File: src/assert_macros.svh
// Assertion macros shared by the line writer modules.
`ifndef ASSERT_MACROS_SVH
`define ASSERT_MACROS_SVH

// Property checked on every rising clock edge outside reset.
`define ASSERT_CLK(lbl, prop, msg) \
	lbl: assert property (@(posedge clk) disable iff (!arst_n) prop) else $error(msg);

// Condition that must never hold outside reset.
`define ASSERT_NEVER(lbl, cond, msg) \
	lbl: assert property (@(posedge clk) disable iff (!arst_n) !(cond)) else $error(msg);

`endif

File: src/bwr_pkg.sv
// Shared types, constants and helper functions of the line pixel writer.
`timescale 1ns / 1ps
`default_nettype none
package bwr_pkg;

	localparam int COORD_W       = 6;
	localparam int DELTA_W       = 7;
	localparam int ERR_W         = 10;
	localparam int COLOR_W       = 32;
	localparam int OFFSET_W      = 22;
	localparam int PITCH_W       = 16;
	localparam int BPP_W         = 3;
	localparam int CFG_IDX_W     = 2;
	localparam int CFG_DATA_W    = 16;
	localparam int COORD_BITS_DEF = 6;
	localparam int FIFO_DEPTH_DEF = 2;

	localparam logic [CFG_IDX_W-1:0] REG_ROW_PITCH  = 2'd0;
	localparam logic [CFG_IDX_W-1:0] REG_BPP        = 2'd1;
	localparam logic [CFG_IDX_W-1:0] REG_BIG_ENDIAN = 2'd2;

	localparam logic [PITCH_W-1:0] PITCH_RESET = 16'd256;
	localparam logic [BPP_W-1:0]   BPP_RESET   = 3'd4;
	localparam logic [BPP_W-1:0]   BPP_MIN     = 3'd1;
	localparam logic [BPP_W-1:0]   BPP_MAX     = 3'd4;

	// A line command after classification, in major/minor axis terms.
	typedef struct packed {
		logic [COORD_W-1:0] major_start;
		logic [COORD_W-1:0] minor_start;
		logic [COORD_W-1:0] major_end;
		logic [DELTA_W-1:0] major_delta;
		logic [DELTA_W-1:0] minor_delta;
		logic               minor_dir_down;
		logic               axes_swapped;
		logic [COLOR_W-1:0] color;
	} cmd_t;

	// Clamp the stored bytes per pixel into 1..4.
	function automatic logic [BPP_W-1:0] clamp_bpp(input logic [BPP_W-1:0] bpp);
		logic [BPP_W-1:0] n;
		n = bpp;
		if (bpp < BPP_MIN) begin
			n = BPP_MIN;
		end else if (bpp > BPP_MAX) begin
			n = BPP_MAX;
		end
		return n;
	endfunction

	// Place the low color bytes into memory lanes; unused lanes are zero.
	function automatic logic [COLOR_W-1:0] lane_data(input logic [COLOR_W-1:0] color,
			input logic [BPP_W-1:0] n, input logic be);
		logic [COLOR_W-1:0] out;
		logic [BPP_W-1:0]   src;
		out = '0;
		src = '0;
		for (int i = 0; i < 4; i++) begin
			if (BPP_W'(i) < n) begin
				src = be ? BPP_W'(n - BPP_W'(1) - BPP_W'(i)) : BPP_W'(i);
				case (src[1:0])
					2'd0: out[8*i +: 8] = color[7:0];
					2'd1: out[8*i +: 8] = color[15:8];
					2'd2: out[8*i +: 8] = color[23:16];
					default: out[8*i +: 8] = color[31:24];
				endcase
			end
		end
		return out;
	endfunction

endpackage
`default_nettype wire

File: src/bwr_front.sv
// Command front end: accepts a line request and classifies its axes and direction.
`timescale 1ns / 1ps
`default_nettype none
module bwr_front #(
	parameter int COORD_BITS = bwr_pkg::COORD_BITS_DEF
) (
	input  wire logic                            clk,
	input  wire logic                            arst_n,
	input  wire logic                            in_valid,
	output logic                                 in_ready,
	input  wire logic [bwr_pkg::COORD_W-1:0]     start_x,
	input  wire logic [bwr_pkg::COORD_W-1:0]     start_y,
	input  wire logic [bwr_pkg::COORD_W-1:0]     end_x,
	input  wire logic [bwr_pkg::COORD_W-1:0]     end_y,
	input  wire logic [bwr_pkg::COLOR_W-1:0]     color,
	output logic                                 push_valid,
	input  wire logic                            push_ready,
	output bwr_pkg::cmd_t                        push_cmd
);

	localparam int CW = bwr_pkg::COORD_W;
	localparam logic [CW-1:0] CMASK = CW'((1 << COORD_BITS) - 1);

	logic [CW-1:0] x1, y1, x2, y2, dx, dy;
	logic [CW-1:0] a1, b1, a2, b2;
	logic          swapped;
	bwr_pkg::cmd_t cmd_d;
	bwr_pkg::cmd_t cmd_s1;
	logic          valid_s1;

	always_comb begin
		x1 = start_x & CMASK;
		y1 = start_y & CMASK;
		x2 = end_x & CMASK;
		y2 = end_y & CMASK;
		dx = (x1 > x2) ? (x1 - x2) : (x2 - x1);
		dy = (y1 > y2) ? (y1 - y2) : (y2 - y1);
		swapped = dy > dx;
		// Order endpoints so that the major coordinate rises.
		if ((swapped ? y1 : x1) > (swapped ? y2 : x2)) begin
			a1 = swapped ? y2 : x2;
			b1 = swapped ? x2 : y2;
			a2 = swapped ? y1 : x1;
			b2 = swapped ? x1 : y1;
		end else begin
			a1 = swapped ? y1 : x1;
			b1 = swapped ? x1 : y1;
			a2 = swapped ? y2 : x2;
			b2 = swapped ? x2 : y2;
		end
		cmd_d.major_start    = a1;
		cmd_d.minor_start    = b1;
		cmd_d.major_end      = a2;
		cmd_d.major_delta    = bwr_pkg::DELTA_W'(a2 - a1);
		cmd_d.minor_delta    = bwr_pkg::DELTA_W'((b1 > b2) ? (b1 - b2) : (b2 - b1));
		cmd_d.minor_dir_down = !(b1 < b2);
		cmd_d.axes_swapped   = swapped;
		cmd_d.color          = color;
	end

	assign in_ready   = !valid_s1 || push_ready;
	assign push_valid = valid_s1;
	assign push_cmd   = cmd_s1;

	always_ff @(posedge clk or negedge arst_n) begin
		if (!arst_n) begin
			valid_s1 <= 1'b0;
		end else if (in_valid && in_ready) begin
			valid_s1 <= 1'b1;
		end else if (push_ready) begin
			valid_s1 <= 1'b0;
		end
	end

	always_ff @(posedge clk) begin
		if (in_valid && in_ready) begin
			cmd_s1 <= cmd_d;
		end
	end

endmodule
`default_nettype wire

File: src/bwr_cmd_fifo.sv
// Short command queue between the front end and the pixel walker.
`timescale 1ns / 1ps
`default_nettype none
`include "assert_macros.svh"
module bwr_cmd_fifo #(
	parameter int DEPTH = bwr_pkg::FIFO_DEPTH_DEF
) (
	input  wire logic          clk,
	input  wire logic          arst_n,
	input  wire logic          push_valid,
	output logic               push_ready,
	input  wire bwr_pkg::cmd_t push_cmd,
	output logic               pop_valid,
	input  wire logic          pop_ready,
	output bwr_pkg::cmd_t      pop_cmd
);

	// DEPTH must be a power of two so that the pointers wrap naturally; not enforced.
	localparam int PTR_W = (DEPTH > 1) ? $clog2(DEPTH) : 1;
	localparam int CNT_W = $clog2(DEPTH + 1);
	localparam logic [CNT_W-1:0] FULL = CNT_W'(DEPTH);

	bwr_pkg::cmd_t    mem_q [DEPTH];
	logic [PTR_W-1:0] wr_ptr_q, rd_ptr_q;
	logic [CNT_W-1:0] count_q;
	logic             push, pop;

	assign push_ready = count_q != FULL;
	assign pop_valid  = count_q != '0;
	assign pop_cmd    = mem_q[rd_ptr_q];
	assign push       = push_valid && push_ready;
	assign pop        = pop_valid && pop_ready;

	always_ff @(posedge clk or negedge arst_n) begin
		if (!arst_n) begin
			wr_ptr_q <= '0;
			rd_ptr_q <= '0;
			count_q  <= '0;
		end else begin
			if (push) begin
				wr_ptr_q <= PTR_W'(wr_ptr_q + 1'b1);
			end
			if (pop) begin
				rd_ptr_q <= PTR_W'(rd_ptr_q + 1'b1);
			end
			case ({push, pop})
				2'b10:   count_q <= CNT_W'(count_q + 1'b1);
				2'b01:   count_q <= CNT_W'(count_q - 1'b1);
				default: count_q <= count_q;
			endcase
		end
	end

	always_ff @(posedge clk) begin
		if (push) begin
			mem_q[wr_ptr_q] <= push_cmd;
		end
	end

	`ASSERT_NEVER(a_fifo_overfill, count_q > FULL, "command queue count beyond depth")
	`ASSERT_CLK(a_fifo_drain, pop && !push |=> count_q == $past(count_q) - 1'b1, "queue count did not drop on pop")

endmodule
`default_nettype wire

File: src/bwr_back.sv
// Pixel walker: steps a line with the doubled Bresenham error and forms each pixel write.
`timescale 1ns / 1ps
`default_nettype none
`include "assert_macros.svh"
module bwr_back #(
	parameter int COORD_BITS = bwr_pkg::COORD_BITS_DEF
) (
	input  wire logic                           clk,
	input  wire logic                           arst_n,
	input  wire logic                           pop_valid,
	output logic                                pop_ready,
	input  wire bwr_pkg::cmd_t                  pop_cmd,
	input  wire logic [bwr_pkg::PITCH_W-1:0]    row_pitch,
	input  wire logic [bwr_pkg::BPP_W-1:0]      bytes_per_pixel,
	input  wire logic                           big_endian,
	output logic                                out_valid,
	input  wire logic                           out_ready,
	output logic [bwr_pkg::COORD_W-1:0]         pixel_x,
	output logic [bwr_pkg::COORD_W-1:0]         pixel_y,
	output logic [bwr_pkg::OFFSET_W-1:0]        byte_offset,
	output logic [bwr_pkg::COLOR_W-1:0]         write_data,
	output logic [bwr_pkg::BPP_W-1:0]           byte_count,
	output logic                                last
);

	localparam int CW = bwr_pkg::COORD_W;
	localparam int DW = bwr_pkg::DELTA_W;
	localparam int EW = bwr_pkg::ERR_W;
	localparam int OW = bwr_pkg::OFFSET_W;
	localparam int PW = bwr_pkg::PITCH_W;
	localparam int BW = bwr_pkg::BPP_W;
	localparam logic [CW-1:0] CMASK = CW'((1 << COORD_BITS) - 1);

	logic                   busy_q;
	logic [CW-1:0]          major_q, minor_q, end_q;
	logic [DW-1:0]          major_delta_q, minor_delta_q;
	logic signed [EW-1:0]   err_q;
	logic                   dir_down_q, swapped_q;
	logic [bwr_pkg::COLOR_W-1:0] color_q;

	logic                   out_valid_q;
	logic [CW-1:0]          pixel_x_q, pixel_y_q;
	logic [OW-1:0]          offset_q;
	logic [bwr_pkg::COLOR_W-1:0] data_q;
	logic [BW-1:0]          count_q;
	logic                   last_q;

	logic                   slot_free, emit, load;
	logic [CW-1:0]          px, py, major_next, minor_next;
	logic [BW-1:0]          nbytes;
	logic signed [EW-1:0]   err_sub, err_next;
	logic                   pix_last;
	logic [OW-1:0]          row_term, col_term;

	assign slot_free = !out_valid_q || out_ready;
	assign emit      = busy_q && slot_free;
	assign pop_ready = !busy_q;
	assign load      = pop_valid && pop_ready;

	always_comb begin
		px         = swapped_q ? minor_q : major_q;
		py         = swapped_q ? major_q : minor_q;
		nbytes     = bwr_pkg::clamp_bpp(bytes_per_pixel);
		major_next = CW'(major_q + 1'b1) & CMASK;
		pix_last   = major_next == end_q;
		err_sub    = err_q - $signed({{(EW-DW-1){1'b0}}, minor_delta_q, 1'b0});
		err_next   = err_sub;
		minor_next = minor_q;
		if (err_sub < 0) begin
			err_next   = err_sub + $signed({{(EW-DW-1){1'b0}}, major_delta_q, 1'b0});
			minor_next = (dir_down_q ? CW'(minor_q - 1'b1) : CW'(minor_q + 1'b1)) & CMASK;
		end
		row_term = OW'({{(OW-PW){1'b0}}, row_pitch} * {{(OW-CW){1'b0}}, py});
		col_term = OW'({{(OW-CW){1'b0}}, px} * {{(OW-BW){1'b0}}, nbytes});
	end

	always_ff @(posedge clk or negedge arst_n) begin
		if (!arst_n) begin
			busy_q      <= 1'b0;
			out_valid_q <= 1'b0;
		end else begin
			if (load) begin
				// A line whose endpoints share the major coordinate plots nothing.
				busy_q <= pop_cmd.major_start != pop_cmd.major_end;
			end else if (emit && pix_last) begin
				busy_q <= 1'b0;
			end
			if (emit) begin
				out_valid_q <= 1'b1;
			end else if (out_ready) begin
				out_valid_q <= 1'b0;
			end
		end
	end

	always_ff @(posedge clk) begin
		if (load) begin
			major_q       <= pop_cmd.major_start;
			minor_q       <= pop_cmd.minor_start;
			end_q         <= pop_cmd.major_end;
			major_delta_q <= pop_cmd.major_delta;
			minor_delta_q <= pop_cmd.minor_delta;
			err_q         <= $signed({{(EW-DW){1'b0}}, pop_cmd.major_delta});
			dir_down_q    <= pop_cmd.minor_dir_down;
			swapped_q     <= pop_cmd.axes_swapped;
			color_q       <= pop_cmd.color;
		end else if (emit) begin
			major_q <= major_next;
			minor_q <= minor_next;
			err_q   <= err_next;
		end
		if (emit) begin
			pixel_x_q <= px;
			pixel_y_q <= py;
			offset_q  <= OW'(row_term + col_term);
			data_q    <= bwr_pkg::lane_data(color_q, nbytes, big_endian);
			count_q   <= nbytes;
			last_q    <= pix_last;
		end
	end

	assign out_valid   = out_valid_q;
	assign pixel_x     = pixel_x_q;
	assign pixel_y     = pixel_y_q;
	assign byte_offset = offset_q;
	assign write_data  = data_q;
	assign byte_count  = count_q;
	assign last        = last_q;

	`ASSERT_NEVER(a_busy_at_end, busy_q && major_q == end_q, "walker busy at the end coordinate")
	`ASSERT_CLK(a_last_ends_line, emit && pix_last |=> !busy_q && out_valid_q && last_q, "last pixel did not end the line")
	`ASSERT_CLK(a_mid_keeps_busy, emit && !pix_last |=> busy_q && !last_q, "walker stopped inside a line")

endmodule
`default_nettype wire

File: src/bresenham_line_pixel_writer_core.sv
// Top level of the Bresenham line pixel writer: configuration, front end, queue and walker.
//
//   channel  handshake            payload
//   in       in_valid/in_ready    start_x start_y end_x end_y color
//   out      out_valid/out_ready  pixel_x pixel_y byte_offset write_data byte_count last
//   cfg      cfg_valid/cfg_ready  cfg_index cfg_data
//
// For each line the walker first loads the command from the queue, once it is idle,
// then emits one pixel per cycle from the single error update and the offset multiplies.
// The front end adds one register stage; the queue lets it take new requests while
// the walker is busy. Stalls on out_ready hold the walker; cfg_ready is always high.
// Reset clears all handshake state and loads the register reset values; no clearing pass.
`timescale 1ns / 1ps
`default_nettype none
module bresenham_line_pixel_writer_core #(
	parameter int COORD_BITS = bwr_pkg::COORD_BITS_DEF,
	parameter int FIFO_DEPTH = bwr_pkg::FIFO_DEPTH_DEF
) (
	input  wire logic                             clk,
	input  wire logic                             arst_n,
	input  wire logic                             cfg_valid,
	output logic                                  cfg_ready,
	input  wire logic [bwr_pkg::CFG_IDX_W-1:0]    cfg_index,
	input  wire logic [bwr_pkg::CFG_DATA_W-1:0]   cfg_data,
	input  wire logic                             in_valid,
	output logic                                  in_ready,
	input  wire logic [bwr_pkg::COORD_W-1:0]      start_x,
	input  wire logic [bwr_pkg::COORD_W-1:0]      start_y,
	input  wire logic [bwr_pkg::COORD_W-1:0]      end_x,
	input  wire logic [bwr_pkg::COORD_W-1:0]      end_y,
	input  wire logic [bwr_pkg::COLOR_W-1:0]      color,
	output logic                                  out_valid,
	input  wire logic                             out_ready,
	output logic [bwr_pkg::COORD_W-1:0]           pixel_x,
	output logic [bwr_pkg::COORD_W-1:0]           pixel_y,
	output logic [bwr_pkg::OFFSET_W-1:0]          byte_offset,
	output logic [bwr_pkg::COLOR_W-1:0]           write_data,
	output logic [bwr_pkg::BPP_W-1:0]             byte_count,
	output logic                                  last
);

	logic [bwr_pkg::PITCH_W-1:0] row_pitch_q;
	logic [bwr_pkg::BPP_W-1:0]   bpp_q;
	logic                        big_endian_q;

	logic          push_valid, push_ready, pop_valid, pop_ready;
	bwr_pkg::cmd_t push_cmd, pop_cmd;

	assign cfg_ready = 1'b1;

	always_ff @(posedge clk or negedge arst_n) begin
		if (!arst_n) begin
			row_pitch_q  <= bwr_pkg::PITCH_RESET;
			bpp_q        <= bwr_pkg::BPP_RESET;
			big_endian_q <= 1'b0;
		end else if (cfg_valid && cfg_ready) begin
			case (cfg_index)
				bwr_pkg::REG_ROW_PITCH:  row_pitch_q  <= cfg_data;
				bwr_pkg::REG_BPP:        bpp_q        <= cfg_data[bwr_pkg::BPP_W-1:0];
				bwr_pkg::REG_BIG_ENDIAN: big_endian_q <= cfg_data[0];
				default: ;
			endcase
		end
	end

	bwr_front #(
		.COORD_BITS(COORD_BITS)
	) u_front (
		.clk        (clk),
		.arst_n     (arst_n),
		.in_valid   (in_valid),
		.in_ready   (in_ready),
		.start_x    (start_x),
		.start_y    (start_y),
		.end_x      (end_x),
		.end_y      (end_y),
		.color      (color),
		.push_valid (push_valid),
		.push_ready (push_ready),
		.push_cmd   (push_cmd)
	);

	bwr_cmd_fifo #(
		.DEPTH(FIFO_DEPTH)
	) u_fifo (
		.clk        (clk),
		.arst_n     (arst_n),
		.push_valid (push_valid),
		.push_ready (push_ready),
		.push_cmd   (push_cmd),
		.pop_valid  (pop_valid),
		.pop_ready  (pop_ready),
		.pop_cmd    (pop_cmd)
	);

	bwr_back #(
		.COORD_BITS(COORD_BITS)
	) u_back (
		.clk             (clk),
		.arst_n          (arst_n),
		.pop_valid       (pop_valid),
		.pop_ready       (pop_ready),
		.pop_cmd         (pop_cmd),
		.row_pitch       (row_pitch_q),
		.bytes_per_pixel (bpp_q),
		.big_endian      (big_endian_q),
		.out_valid       (out_valid),
		.out_ready       (out_ready),
		.pixel_x         (pixel_x),
		.pixel_y         (pixel_y),
		.byte_offset     (byte_offset),
		.write_data      (write_data),
		.byte_count      (byte_count),
		.last            (last)
	);

endmodule
`default_nettype wire
File: config.mk
export PLATFORM = sky130hd
export DESIGN_NAME = bresenham_line_pixel_writer_core
export DESIGN_NICKNAME = d
export VERILOG_FILES = /design/src/bwr_pkg.sv /design/src/bwr_front.sv /design/src/bwr_cmd_fifo.sv /design/src/bwr_back.sv /design/src/bresenham_line_pixel_writer_core.sv
export VERILOG_INCLUDE_DIRS = /design/src /design/src/src
export SDC_FILE = /design/constraint.sdc
export NUM_CORES = 1
export LEC_CHECK = 0
export ABC_AREA = 1
export BUFFER_PORTS_ARGS = -buffer_cell sky130_fd_sc_hd__buf_2
export CORE_ASPECT_RATIO = 1.5
export CORE_MARGIN = 3
export CORE_UTILIZATION = 55
export CTS_BUF_LIST = sky130_fd_sc_hd__clkbuf_8 sky130_fd_sc_hd__clkbuf_16
export DETAILED_ROUTE_END_ITERATION = 8
export PLACE_DENSITY = 0.8
export SYNTH_ARGS = -nofsm -noshare
export SYNTH_HDL_FRONTEND = slang
export SYNTH_HIERARCHICAL = 1
export SYNTH_SLANG_ARGS = --single-unit
File: constraint.sdc
create_clock -name clk -period 4.7 [get_ports clk]
set_input_delay 0.705 -clock clk [delete_from_list [all_inputs] [get_ports clk]]
set_output_delay 0.705 -clock clk [all_outputs]
set_load 0.01 [all_outputs]
==> summary.md <==
| Metric | Value |
|---|---|
| Register-to-register setup slack | `-240 ps` |
| Reg-to-reg critical path endpoint | `u_back/byte_offset[16]` |
| Number of violations of the max-capacitance limit | `0` |
| Number of distinct library cell variants in the gate-level netlist after synthesis | `55` |
| Crit path required time | `around 5100 ps` |
| Critical Path Source Type | `input pin` |
| Worst slack at placement | `-1950 ps` |
| Hpwl dp | `~40000 um` |
| Area fraction in and, or, nand and nor cells after synthesis | `18.3%` |
| CTS tree | `yes` |
| Sequential area share after synthesis | `about half` |
| Fmax | `171 MHz` |
| Global-route met3 utilization | `3.18%` |
| Post-synthesis share of cell area spent on full adders, half adders and majority gates | `14.3%` |
| Vert. Die Dim | `~250 um` |
| Most common library cell in the layout ignoring fill and taps | `sky130_fd_sc_hd__nand2_1` |
| Final standard cell area without fillers | `roughly 28000 sq um` |
| Area post-placement | `around 24000 sq um` |
| Fraction of synthesized cell area in xor and xnor cells | `between 1.5 and 2%` |
| Violated checks | `negative setup slack` |
| Dominant combinational cell family by area after synthesis | `simple AND/OR/NAND/NOR gates` |
| Primary FF master, synth | `sky130_fd_sc_hd__edfxtp_1` |
| Filler Cell Count | `2359` |
| Ratio of routed vias to standard cells | `about 5.6` |
| Critical path type | `in2reg` |
| Critical path's slowest cell | `sky130_fd_sc_hd__fa_1` |
| Clock latency reported for the late side of the worst-skew pair | `560 ps` |
| Initial Util | `between 50% and 60%` |
| Remaining max-slew budget at the tightest pin | `between 30% and 40%` |
| Routed wire length per instance | `19.4 um` |
| Number of enable-type register cells in the synthesized netlist | `340` |
| Placeable core region | `about 38000 sq um` |
| Syn. warnings | `6` |
| Worst Hold Class | `in2async` |
| Number of remaining DRC errors | `0` |
| Clock H-tree levels | `2` |
| Synthesized netlist net count | `between 2000 and 2500` |
| Layer with the highest usage | `met2` |
| Num CTS Buffers | `37` |
| Routability cong. | `1.04` |
| Worst-Margin Slew | `942 ps` |
| Critical path buffer and inverter count | `11` |
| Die width | `167 um` |
| Number of placement rows | `between 80 and 90` |
| Root buf cell | `sky130_fd_sc_hd__clkbuf_16` |
| Critical path endpoint category | `flip-flop` |
| Final WS setup | `-1140 ps` |
| Area growth from synthesis to layout | `31.4%` |
| Number of synthesized register bits | `between 300 and 400` |
| Global route total overflow | `0` |
| Port Buf Inserts | `150` |
| Met1 Resource Use GR | `between 20% and 30%` |
| Final routed wirelength across all metal layers | `around 61000 um` |
| CP delay by family, top | `adder cells` |
| Unrepaired setup endpoints after global routing | `yes` |
| Area fraction in compound gates after synthesis | `under 10%` |
| Commonest non-fill, non-tap cells in the layout | `533 x sky130_fd_sc_hd__nand2_1, 340 x sky130_fd_sc_hd__edfxtp_1, 297 x sky130_fd_sc_hd__inv_1` |
| Fraction of final layout cells sized beyond drive strength 1 | `about a third` |
| Max-slew violation count | `0` |
| Syn_area_per_cell | `about 9.9 sq um` |
| First drt pass iteration count | `6` |
| Reg-to-reg startpoint | `u_back/swapped_q` |
| Setup Viol. Count Final | `36` |
| Number of global-route vias before repair | `approximately 18000` |
| DRC marker count from the first detailed-route iteration | `~1600` |
| Result of the run | `finished, violations left` |
| Critical path peak fanout | `8` |
| Portion of the clock cycle consumed by the worst path in the final layout | `124%` |
| Arrival time of the worst setup path | `a little over 6000 ps` |
| Gr usage total | `roughly a quarter` |
| Multiplexer fraction of the synthesized cell area | `less than 1%` |
| Die Outline Area | `a little over 40000 sq um` |
| Number of antenna violations at the first check in global routing | `0` |
| Maximum number of pins on one net before global-route repair | `between 60 and 70` |
| Num ports | `approximately 150` |
| Final Critical Period | `5840 ps` |
| Total count of hold-check failures in the final report | `0` |
| Slowest cell delay on critical path | `~420 ps` |
| CTS clock-pin slew for the worst setup and hold paths | `about 60 ps` |
| Post-Synthesis Cell Area | `21300 sq um` |
| Share of async-settable or async-resettable flops after synthesis | `7.30%` |
| Most repeated library cell on the critical path | `sky130_fd_sc_hd__ha_4` |
| Worst hold slack across all endpoints | `219 ps` |
| Total clock sinks | `370` |
| Maximum count of clock buffers along a single path | `3` |
| Gate count of the mapped netlist | `~2100` |
| Wire length of the first global-routing pass | `approximately 87000 um` |
| Worst reg2reg path depth | `18` |
| Met2 demand-to-capacity share in global routing | `50.6%` |
| Clk_skew | `42.8 ps` |
| Antenna Nets Post-Route | `0` |
| Count of antenna diodes in the layout | `0` |
| Detailed-route via count | `approximately 17000` |
| Nets | `about 2900` |
## logic make-up (layout without fill, tap and decap cells)
logic type,Yosys count,in the layout
compound gates,226,226
xor+xnor,46,46
fa+ha+maj,194,194
buf+inv,405,889
flops,370,370
mux,8,8
other cells,1,1
simple gates,899,905
## metrics by stage
| step | instances | setup TNS [ps] | utilization [%] |
|---|---|---|---|
| 3_3_place_gp | 2983 | -31100 | 64.5 |
| 4_1_cts | 3082 | -6800 | 70.2 |
| 5_1_grt | 3128 | -19240 | 73.8 |
| 6_report | 3128 | -12450 | 73.8 |
| 2_1_floorplan | 2149 | -14260 | - |
| 3_5_place_dp | 2983 | -36140 | 64.5 |
## per-layer routing
metal  vias to the layer above  share of wire (%)
met2                       870                 54
met5                         -                  0
met3                       343                5.1
li1                       7928                  -
met1                      8339                 33
met4                         0                8.1
## registers in the layout, indices dropped and copies added, names as in the netlist, 7 cells and up
register	flops
row_pitch_q	16
u_back/write_data	32
u_back/minor_delta_q	7
u_front/push_cmd	66
u_back/major_delta_q	7
u_back/err_q	9
u_fifo/mem_q	132
u_back/color_q	32
u_back/byte_offset	22
## synthesized netlist by cell type, types with 15 or more instances
master                     number  area (sq um)
sky130_fd_sc_hd__nand2_1      605          2270
sky130_fd_sc_hd__inv_1        345          1290
sky130_fd_sc_hd__edfxtp_1     340         10200
sky130_fd_sc_hd__nor2_1       117           439
sky130_fd_sc_hd__ha_1         111          1390
sky130_fd_sc_hd__nand3_1       94           470
sky130_fd_sc_hd__o21ai_0       91           455
sky130_fd_sc_hd__fa_1          83          1660
sky130_fd_sc_hd__a21oi_1       58           290
sky130_fd_sc_hd__xor2_1        30           263
sky130_fd_sc_hd__dfrtp_1       25           626
sky130_fd_sc_hd__nand2_4       18           203
sky130_fd_sc_hd__nand2_2       17           106
sky130_fd_sc_hd__buf_2         15          75.1
sky130_fd_sc_hd__clkbuf_1      15          56.3
sky130_fd_sc_hd__nand4_1       15          93.8
sky130_fd_sc_hd__xnor2_1       15           131
## how the worst max path moves through the flow
stage | start | to | slack [ps] | cells past startpoint
after CTS | start_y[0] | u_front/push_cmd[39] | -870 | 36
after global routing | start_x[0] | u_front/push_cmd[40] | -1350 | 37
after detailed placement | start_y[0] | u_front/push_cmd[39] | -1950 | 35
after global placement | start_y[0] | u_front/push_cmd[39] | -1700 | 34
final | start_y[0] | u_front/push_cmd[40] | -1140 | 37
after floorplan | start_y[0] | u_front/push_cmd[39] | -1530 | 40
## layout make-up
cell class	instances	area (sq um)	share of cell area (%)
flip-flops and latches	370	10900	39.0
multi-input cells	1380	10300	36.9
repair buffers	462	3370	12.0
inverters	359	1400	5.00
clock buffers	37	926	3.30
well taps	489	612	2.18
clock inverters	31	455	1.62
## what timing repair did
item,in CTS,in global routing
buffers inserted,24,50
setup endpoints to repair,43,46
pin swaps,64,125
resized for setup,132,265
hold buffers,0,0
gates cloned,7,0
Power is not shown: default switching activity piles up to over one toggle a cycle in this logic, so the estimate is an artifact.
